### config.mk
export PLATFORM = sky130hd
export DESIGN_NAME = ring_node_join_stabilize_unit
export DESIGN_NICKNAME = d
export VERILOG_FILES = /design/src/sv/rnjs_pkg.sv /design/src/sv/rnjs_step.sv /design/src/sv/ring_node_join_stabilize_unit.sv
export SDC_FILE = /design/constraint.sdc
export NUM_CORES = 1
export LEC_CHECK = 0
export BUFFER_PORTS_ARGS = -buffer_cell sky130_fd_sc_hd__clkbuf_2
export CORE_AREA = 4 4 205 207
export CTS_CLUSTER_DIAMETER = 60
export DETAILED_ROUTE_END_ITERATION = 7
export DIE_AREA = 0 0 209 211
export PLACE_DENSITY = 0.68
export SETUP_SLACK_MARGIN = 0.05
export SLEW_MARGIN = 20
export SYNTH_ARGS = -nofsm -noshare
export SYNTH_HDL_FRONTEND = slang
export SYNTH_SLANG_ARGS = --single-unit
### constraint.sdc
create_clock -name clk -period 5.9 [get_ports clk]
set_input_delay 0 -clock clk [delete_from_list [all_inputs] [get_ports clk]]
set_output_delay 0 -clock clk [all_outputs]
set_load 0.01 [all_outputs]
### src/sv/rnjs_pkg.sv
`timescale 1ns / 1ps
package rnjs_pkg;

	// input command codes
	typedef enum logic [1:0] {
		CMD_MSG   = 2'd0,
		CMD_TICK  = 2'd1,
		CMD_START = 2'd2
	} cmd_t;

	// configuration register indexes
	localparam int unsigned CFG_IDX_W = 3;
	localparam logic [CFG_IDX_W-1:0] REG_OWN_ID          = 3'd0;
	localparam logic [CFG_IDX_W-1:0] REG_OWN_IP          = 3'd1;
	localparam logic [CFG_IDX_W-1:0] REG_OWN_PORT        = 3'd2;
	localparam logic [CFG_IDX_W-1:0] REG_JOIN_MODE       = 3'd3;
	localparam logic [CFG_IDX_W-1:0] REG_FIRST_SUCC_IP   = 3'd4;
	localparam logic [CFG_IDX_W-1:0] REG_FIRST_SUCC_PORT = 3'd5;
	localparam int unsigned CFG_DATA_W = 32;

	// sent headers and received flag bits
	localparam logic [7:0] HDR_JOIN   = 8'hC0;
	localparam logic [7:0] HDR_NOTIFY = 8'hA0;
	localparam logic [7:0] HDR_STAB   = 8'h90;
	localparam int unsigned BIT_JOIN   = 6;
	localparam int unsigned BIT_NOTIFY = 5;
	localparam int unsigned BIT_STAB   = 4;

	localparam int unsigned IN_DATA_W  = 88;
	localparam int unsigned OUT_DATA_W = 136;

	typedef struct packed {
		logic        valid;
		logic [15:0] id;
		logic [31:0] ip;
		logic [15:0] port;
	} node_t;

	typedef struct packed {
		node_t pred;
		node_t succ;
		logic  alone;
	} ring_state_t;

	typedef struct packed {
		logic [15:0] own_id;
		logic [31:0] own_ip;
		logic [15:0] own_port;
		logic        join_mode;
		logic [31:0] first_succ_ip;
		logic [15:0] first_succ_port;
	} ring_cfg_t;

	typedef struct packed {
		logic [1:0]  cmd;
		logic [7:0]  msg_header;
		logic [15:0] msg_id;
		logic [31:0] msg_ip;
		logic [15:0] msg_port;
		logic [15:0] msg_creator;
	} item_t;

	// field order top down is the reverse of the tdata packing
	typedef struct packed {
		logic [15:0] dest_port;
		logic [31:0] dest_ip;
		logic [15:0] out_creator;
		logic [15:0] out_port;
		logic [31:0] out_ip;
		logic [15:0] out_id;
		logic [7:0]  out_header;
	} result_t;

endpackage

### src/sv/rnjs_step.sv
`timescale 1ns / 1ps
module rnjs_step (
	input  rnjs_pkg::ring_state_t st,
	input  rnjs_pkg::ring_cfg_t   cfg,
	input  rnjs_pkg::item_t       item,
	output rnjs_pkg::ring_state_t nxt,
	output logic                  emit,
	output rnjs_pkg::result_t     res
);

	logic take;
	logic notify_done;

	// join interval (pred, own] with wrap, pred id used even when not valid
	always_comb begin
		if (cfg.own_id < st.pred.id) begin
			take = (item.msg_id > st.pred.id) || (item.msg_id <= cfg.own_id);
		end else begin
			take = (item.msg_id > st.pred.id) && (item.msg_id <= cfg.own_id);
		end
	end

	// next state and result word
	always_comb begin
		nxt         = st;
		emit        = 1'b0;
		res         = '0;
		notify_done = 1'b0;
		case (rnjs_pkg::cmd_t'(item.cmd))
			rnjs_pkg::CMD_START: begin
				nxt.pred = '0;
				nxt.succ = '0;
				if (!cfg.join_mode) begin
					nxt.alone = 1'b1;
				end else begin
					nxt.alone = 1'b0;
					nxt.succ  = '{valid: 1'b1, id: 16'd0, ip: cfg.first_succ_ip,
						port: cfg.first_succ_port};
					emit            = 1'b1;
					res.out_header  = rnjs_pkg::HDR_JOIN;
					res.out_id      = cfg.own_id;
					res.out_ip      = cfg.own_ip;
					res.out_port    = cfg.own_port;
					res.dest_ip     = cfg.first_succ_ip;
					res.dest_port   = cfg.first_succ_port;
				end
			end
			rnjs_pkg::CMD_TICK: begin
				if (st.succ.valid) begin
					emit           = 1'b1;
					res.out_header = rnjs_pkg::HDR_STAB;
					res.out_id     = cfg.own_id;
					res.out_ip     = cfg.own_ip;
					res.out_port   = cfg.own_port;
					res.dest_ip    = st.succ.ip;
					res.dest_port  = st.succ.port;
				end
			end
			rnjs_pkg::CMD_MSG: begin
				if (item.msg_header[rnjs_pkg::BIT_JOIN]) begin
					if (st.alone) begin
						// second member of the ring: sender is both neighbors
						nxt.pred  = '{valid: 1'b1, id: item.msg_id, ip: item.msg_ip,
							port: item.msg_port};
						nxt.succ  = nxt.pred;
						nxt.alone = 1'b0;
					end else if (take) begin
						nxt.pred = '{valid: 1'b1, id: item.msg_id, ip: item.msg_ip,
							port: item.msg_port};
					end else if (st.succ.valid) begin
						// forward header, id, ip and port unchanged around the ring
						emit           = 1'b1;
						res.out_header = item.msg_header;
						res.out_id     = item.msg_id;
						res.out_ip     = item.msg_ip;
						res.out_port   = item.msg_port;
						res.dest_ip    = st.succ.ip;
						res.dest_port  = st.succ.port;
					end
				end else begin
					if (item.msg_header[rnjs_pkg::BIT_NOTIFY]) begin
						nxt.succ.id = item.msg_creator;
						if (cfg.own_id != item.msg_id) begin
							nxt.succ = '{valid: 1'b1, id: item.msg_id, ip: item.msg_ip,
								port: item.msg_port};
							notify_done = 1'b1;
						end
					end
					if (!notify_done && item.msg_header[rnjs_pkg::BIT_STAB]) begin
						if (!st.pred.valid) begin
							nxt.pred = '{valid: 1'b1, id: item.msg_id, ip: item.msg_ip,
								port: item.msg_port};
						end
						// answer with the (possibly new) predecessor
						emit            = 1'b1;
						res.out_header  = rnjs_pkg::HDR_NOTIFY;
						res.out_id      = nxt.pred.id;
						res.out_ip      = nxt.pred.ip;
						res.out_port    = nxt.pred.port;
						res.out_creator = cfg.own_id;
						res.dest_ip     = item.msg_ip;
						res.dest_port   = item.msg_port;
					end
				end
			end
			default: begin
			end
		endcase
	end

endmodule

### src/sv/ring_node_join_stabilize_unit.sv
`timescale 1ns / 1ps
// an accepted word sits in the input register, then its result word in the result register
// throughput: one word per cycle if m_tready keeps up, set by one step pass on the state
// an input word may be taken while the result register still waits for m_tready
// reset: arst_n low clears node state, configuration registers and both valid flags
// to zero at once; no clearing pass is needed
module ring_node_join_stabilize_unit (
	input  logic                               clk,
	input  logic                               arst_n,
	// slave side
	input  logic                               s_tvalid,
	output logic                               s_tready,
	// tdata: msg_header[7:0], msg_id[23:8], msg_ip[55:24], msg_port[71:56], msg_creator[87:72]
	input  logic [rnjs_pkg::IN_DATA_W-1:0]     s_tdata,
	// tuser: cmd[1:0]
	input  logic [1:0]                         s_tuser,
	// master side
	output logic                               m_tvalid,
	input  logic                               m_tready,
	// tdata: out_header[7:0], out_id[23:8], out_ip[55:24], out_port[71:56],
	// out_creator[87:72], dest_ip[119:88], dest_port[135:120]
	output logic [rnjs_pkg::OUT_DATA_W-1:0]    m_tdata,
	// configuration write port
	input  logic                               cfg_we,
	input  logic [rnjs_pkg::CFG_IDX_W-1:0]     cfg_index,
	input  logic [rnjs_pkg::CFG_DATA_W-1:0]    cfg_wdata
);

	rnjs_pkg::item_t       item_s1;
	logic                  valid_s1;
	rnjs_pkg::ring_state_t state_q;
	rnjs_pkg::ring_state_t state_nxt;
	rnjs_pkg::ring_cfg_t   cfg_q;
	rnjs_pkg::result_t     res_nxt;
	rnjs_pkg::result_t     res_q;
	logic                  emit;
	logic                  m_valid_q;
	logic                  adv;

	// item moves into the result stage when that stage is free or drains
	assign adv      = valid_s1 && (!m_valid_q || m_tready);
	assign s_tready = !valid_s1 || adv;
	assign m_tvalid = m_valid_q;
	assign m_tdata  = res_q;

	// configuration registers
	always_ff @(posedge clk or negedge arst_n) begin
		if (!arst_n) begin
			cfg_q <= '0;
		end else if (cfg_we) begin
			case (cfg_index)
				rnjs_pkg::REG_OWN_ID:          cfg_q.own_id          <= cfg_wdata[15:0];
				rnjs_pkg::REG_OWN_IP:          cfg_q.own_ip          <= cfg_wdata[31:0];
				rnjs_pkg::REG_OWN_PORT:        cfg_q.own_port        <= cfg_wdata[15:0];
				rnjs_pkg::REG_JOIN_MODE:       cfg_q.join_mode       <= cfg_wdata[0];
				rnjs_pkg::REG_FIRST_SUCC_IP:   cfg_q.first_succ_ip   <= cfg_wdata[31:0];
				rnjs_pkg::REG_FIRST_SUCC_PORT: cfg_q.first_succ_port <= cfg_wdata[15:0];
				default: begin
				end
			endcase
		end
	end

	// input register valid
	always_ff @(posedge clk or negedge arst_n) begin
		if (!arst_n) begin
			valid_s1 <= 1'b0;
		end else if (s_tready) begin
			valid_s1 <= s_tvalid;
		end
	end

	// input register payload
	always_ff @(posedge clk) begin
		if (s_tvalid && s_tready) begin
			item_s1 <= '{cmd: s_tuser, msg_header: s_tdata[7:0], msg_id: s_tdata[23:8],
				msg_ip: s_tdata[55:24], msg_port: s_tdata[71:56],
				msg_creator: s_tdata[87:72]};
		end
	end

	rnjs_step u_step (
		.st   (state_q),
		.cfg  (cfg_q),
		.item (item_s1),
		.nxt  (state_nxt),
		.emit (emit),
		.res  (res_nxt)
	);

	// node state
	always_ff @(posedge clk or negedge arst_n) begin
		if (!arst_n) begin
			state_q <= '0;
		end else if (adv) begin
			state_q <= state_nxt;
		end
	end

	// result register valid
	always_ff @(posedge clk or negedge arst_n) begin
		if (!arst_n) begin
			m_valid_q <= 1'b0;
		end else if (adv) begin
			m_valid_q <= emit;
		end else if (m_tready) begin
			m_valid_q <= 1'b0;
		end
	end

	// result register payload
	always_ff @(posedge clk) begin
		if (adv && emit) begin
			res_q <= res_nxt;
		end
	end

`ifndef SYNTH
	// a start in join mode always sends a join (the check covers the header only)
	a_start_join: assert property (@(posedge clk) disable iff (!arst_n)
		adv && item_s1.cmd == rnjs_pkg::CMD_START && cfg_q.join_mode
		|=> m_valid_q && res_q.out_header == rnjs_pkg::HDR_JOIN)
		else $error("start in join mode did not send a join");

	// a start in create mode leaves the node alone with no successor
	a_start_alone: assert property (@(posedge clk) disable iff (!arst_n)
		adv && item_s1.cmd == rnjs_pkg::CMD_START && !cfg_q.join_mode
		|=> state_q.alone && !state_q.succ.valid && !m_valid_q)
		else $error("start in create mode left a bad state");

	// a held input word is never dropped
	a_s1_hold: assert property (@(posedge clk) disable iff (!arst_n)
		valid_s1 && !adv |=> valid_s1 && $stable(item_s1))
		else $error("stalled input word lost");

	// the predecessor is only dropped by a start
	a_pred_fall: assert property (@(posedge clk) disable iff (!arst_n)
		$fell(state_q.pred.valid) |-> $past(adv && item_s1.cmd == rnjs_pkg::CMD_START))
		else $error("predecessor cleared without a start");
`endif

endmodule
Word-level counts from Yosys, hierarchy flattened
Index checks and enable logic that the tools add are counted.
- muxes and demuxes: 40
- order comparisons: 3
- bitwise operators: 2
- reductions and logical operators: 25
- equality and inequality tests: 14
- operator list (kind ; count):
    two-way mux 72 bit ; 6
    two-way mux 65 bit ; 6
    one-hot mux 131 bit (2 select lines) ; 1
    two-way mux 48 bit ; 5
    one-hot mux 72 bit (3 select lines) ; 1
    one-hot mux 48 bit (3 select lines) ; 1
    two-way mux 136 bit ; 1
    two-way mux 130 bit ; 1
    two-way mux 66 bit ; 1
    two-way mux 64 bit ; 1
    greater-than comparator 16 bit ; 1
    less-or-equal comparator 16 bit ; 1
    < comparator 16 bit ; 1
    inequality test 16 bit ; 1
    two-way mux 1 bit ; 15
    AND reduction 2 bit ; 6
    equality test 3 x 2 -> 1 bit, second input constant ; 2
    equality test 3 bit, second input constant ; 2
    inequality test 3 x 2 -> 1 bit, second input constant ; 2
    inequality test 3 bit, second input constant ; 2
    logical AND 1 bit ; 5
    AND reduction 5 bit ; 1
    inequality test 4 x 3 -> 1 bit, second input constant ; 1
    AND reduction 4 bit ; 1
    other kinds (13) ; 19
- register bits: 456
- input bits: 130
- logic and storage cells: 113
- output and inout port bits: 138

Longest topological paths before layout
- depth in word-level cells: 11
- depth in mapped cells: 13

By module
A second synthesis with hierarchy kept.
- cells, all modules: 2057
- area, all modules: 24415.9 um2
- by module, submodules not included (module ; seq. area each (um2) ; area an instance (um2) ; cells each ; times used):
    ring_node_join_stabilize_unit ; 12942.4 ; 16022.9 ; 757 ; 1
    rnjs_step ; 0.0 ; 8393.0 ; 1300 ; 1

Least setup slack after synthesis
No wires, ideal clock.
- path type: reg-to-reg
- start point: register item_s1[74] (netlist name)
- end point: register res_q (netlist bit m_tdata[0]), enable pin
- clock period less this slack: 6011 ps
- library setup time: 512 ps
- path slack: -111 ps
- path buffers: 0
- stages on the path, launching flop included: 9
- data arrival time: 5498 ps
- data required time: 5388 ps
- cells stage by stage: edfxtp_1 ha_1 nand4_1 or4_4 or3_4 a311o_2 nand2_4 or3_2 and3_1
- word-level cells in the longest chain between the ends: 11
- elaborated cells between the ends (all ways): 18
- classes of those cells: order compare: 2; eq/ne: 1; mux: 10; reduce/logical: 5
- RTL lines (element ; line ; source):
    start: declaration ; ring_node_join_stabilize_unit.sv:29 ; rnjs_pkg::item_t item_s1;
    start signal: assignment ; ring_node_join_stabilize_unit.sv:76 ; item_s1 <= '{cmd: s_tuser, msg_header: s_tdata[7:0], msg_id: s_tdata[23:8],
    branches (longest 8 deep; another with greater-than comparator 16 bit) ; - ;
    two-way mux 1 bit (*) ; rnjs_step.sv:60 ; if (item.msg_header[rnjs_pkg::BIT_JOIN]) begin
    one-hot mux 1 bit (3 select lines) (*) ; rnjs_step.sv:29 ; case (rnjs_pkg::cmd_t'(item.cmd))
    logical AND 1 bit (*) ; ring_node_join_stabilize_unit.sv:113 ; if (adv && emit) begin
    end signal: assignment ; ring_node_join_stabilize_unit.sv:114 ; res_q <= res_nxt;
    end: declaration ; ring_node_join_stabilize_unit.sv:35 ; rnjs_pkg::result_t res_q;
Mark *: on every way between the ends. The select of a mux whose other input is x is not followed.
A chain may end at the register's enable or synchronous reset.

==> flow_summary.json <==
{
  "worstPathArrival_ps": 4690,
  "antenna_found_initial": 3,
  "ant_nets": 0,
  "grt_usage_pct": 25.0,
  "yosys_warnings": 0,
  "worstReg2RegEnd": "m_tdata[131]",
  "grt_overflow": 0,
  "dr.pass1.iters": 5,
  "required_ps": 6320,
  "hold_ws_ps": 31.3,
  "grt_pass1_wl_mm": 85.0,
  "reg2reg_depth": 10,
  "clock_path_buffers": 3,
  "syn_nets": 1508,
  "port_buffers": 251,
  "setup_viol": 0,
  "pin_count": 268,
  "timing.final.ws_setup_ps": 1620,
  "crit_path_top_delay_cell": "buf_4",
  "path_buf_inv": 2,
  "remaining_drc_errors": 0,
  "path_cells": "ha_1, nand4_1, nor4_1, and4_1, o21ai_2, nor3_4, buf_4, buf_4, a22oi_1, o2bb2ai_1",
  "leakage_nw": 9.99,
  "wl_mm": 55.8,
  "peakVddDrop_uv": 260,
  "worst_pin_slew_ps": 1110,
  "hpwl_mm": 32.6,
  "drv_slew": 0,
  "cts_root_buffer": "clkbuf_16",
  "routedWlPerCell_um": 24.8,
  "status": "completed",
  "ys.flop_type": "dfrtp_1",
  "rr_startpoint": "item_s1[75]",
  "syn_area_mm2": 0.0187,
  "dpl_worst_slack_ps": 1610,
  "period_needed_ps": 4280,
  "core_mm2": 0.0404,
  "maxSlewHeadroom_pct": 26.0,
  "hold_path_class": "input port to asynchronous set/reset pin",
  "layout_commonest_cell": "clkbuf_2",
  "cts_inserted_buffers": 47,
  "rows": 74,
  "fmax_ghz": 0.234,
  "insertion_delay_ps": 590,
  "ys_async_sr_fraction_pct": 52.3,
  "crit_path_max_fanout": 82,
  "drt-initial-drc-count": 1036,
  "fp.dieW_um": 209,
  "grt_max_degree": 132,
  "cp-start-kind": "register",
  "finalCritPeriodShare_pct": 72.5,
  "cp_num_cells": 10,
  "cts_tree": "done",
  "power_density_mw_per_mm2": 371,
  "final_net_count": 1851,
  "path_common_cell": "buf_4",
  "setup_tns_ps": 0,
  "rrSetupSlack_ps": 1620,
  "cp-endpoint": "m_tdata[131]",
  "crit_start": "item_s1[75]",
  "vias_per_cell": 6.01,
  "post-route-util_pct": 57.2,
  "cts_setup_buffers": 0,
  "vias": 13508,
  "most-common-layout-cells": "250 x clkbuf_2, 229 x dfrtp_1, 210 x edfxtp_1",
  "initial_core_util_pct": 46.4,
  "area_growth_pct": 23.3,
  "synth-edff-count": 210,
  "cts-htree-levels": 2,
  "clock_sinks": 440,
  "netlist_instances": 1331,
  "fp.dieH_um": 211,
  "grt_pass1_vias": 13993,
  "synth.distinct_cells": 62,
  "die_area_mm2": 0.0441,
  "drv_cap": 0,
  "yosysSeqAreaShare_pct": 64.4,
  "grt_setup_unrepaired": "no",
  "clkSlewWorstSetupHoldPaths_ps": 60,
  "ys_ff_latch": 440,
  "path_class": "register to register",
  "cp-end-kind": "register",
  "syn-mean-instance-area_um2": 14.1,
  "drive_gt1_share_pct": 27.9,
  "fin_worst_skew_ps": 26.5,
  "hold_viol": 0,
  "slowest_delay_ps": 840,
  "gp_congestion": 0.835,
  "cp_top_family": "simple AND/OR/NAND/NOR gates"
}
## final cells by class
| cell class | count | area, µm² |
|---|---|---|
| Inverter | 39 | 146 |
| Fill cell | 3298 | 17300 |
| Timing Repair Buffer | 392 | 2640 |
| Tap cell | 532 | 666 |
| Clock buffer | 64 | 1270 |
| Antenna cell | 2 | 5.00 |
| Multi-Input combinational cell | 754 | 6060 |
| Clock inverter | 23 | 235 |
| Sequential cell | 440 | 12100 |
## how the worst min path moves through the flow
stage | start | to | cells past startpoint
3_5_place_dp | arst_n | cfg_q[88] | 1
4_1_cts | arst_n | state_q[108] | 2
5_1_grt | arst_n | state_q[105] | 2
2_1_floorplan | arst_n | cfg_q[0] | 0
3_3_place_gp | arst_n | cfg_q[88] | 1
6_report | arst_n | cfg_q[39] | 2
## synth_stat cells, drive strengths merged, types with 3 or more instances
library cell / n / area, µm²
a21o: 34 / 263
a21oi: 69 / 349
a221o: 64 / 641
a221oi: 3 / 26.3
a22o: 91 / 797
a22oi: 69 / 518
and2: 11 / 73.8
and3: 66 / 413
buf: 40 / 345
clkbuf: 58 / 218
dfrtp: 230 / 5760
edfxtp: 210 / 6310
ha: 47 / 588
inv: 39 / 146
mux2: 98 / 1100
nand2: 32 / 128
nand2b: 6 / 37.5
nand3: 4 / 20.0
nand4: 6 / 37.5
nor2: 54 / 203
nor2b: 3 / 18.8
nor3: 4 / 31.3
nor4: 16 / 100
o21ai: 24 / 128
o2bb2ai: 21 / 184
## state kept, by name, summed over array words and instances, names as in the netlist
signal,count
cfg_q,113
item_s1,74
m_tdata,136
m_tvalid,1
state_q,115
valid_s1,1
## stage by stage
step                      instances  cell area, µm²  total power, W
final                          2246           23100         0.00856
after global routing           2245           23100         0.00893
after detailed placement       2043           20400         0.00563
after global placement         2043           20400         0.00556
after CTS                      2244           23100         0.00860
after floorplan                1331           18700         0.00504
## layer usage
layer / GRT usage, % / up-vias / wire, µm
met5: 0 / - / 7
li1: - / 5875 / -
met3: 4.50 / 118 / 4260
met4: 8.57 / 2 / 1540
met1: 34.5 / 6872 / 23400
met2: 40.6 / 641 / 26600
## report_power, final
| group | total (W) | internal [W] | switching (W) |
|---|---|---|---|
| logic | 0.00153 | 0.000661 | 0.000872 |
| registers | 0.00412 | 0.00379 | 0.000330 |
| clock network | 0.00290 | 0.00165 | 0.00125 |
| total | 0.00856 | 0.00611 | 0.00245 |
## timing repair
action | in CTS | in global routing
hold buffers | 114 | 0
resized for setup | 0 | 0
endpoints found under the hold margin | 313 | 0
## cell families (layout without fill, tap and decap cells)
| logic type | Yosys count | in the layout | synth area share, % |
|---|---|---|---|
| flops | 440 | 440 | 64.4 |
| fa+ha+maj | 47 | 47 | 3.14 |
| simple gates | 217 | 217 | 6.38 |
| compound gates | 391 | 391 | 16.3 |
| mux | 99 | 99 | 5.95 |
| buf+inv | 137 | 518 | 3.79 |
| other cells | 0 | 2 | 0 |
No activity file was read; power rests on OpenSTA's default activity.
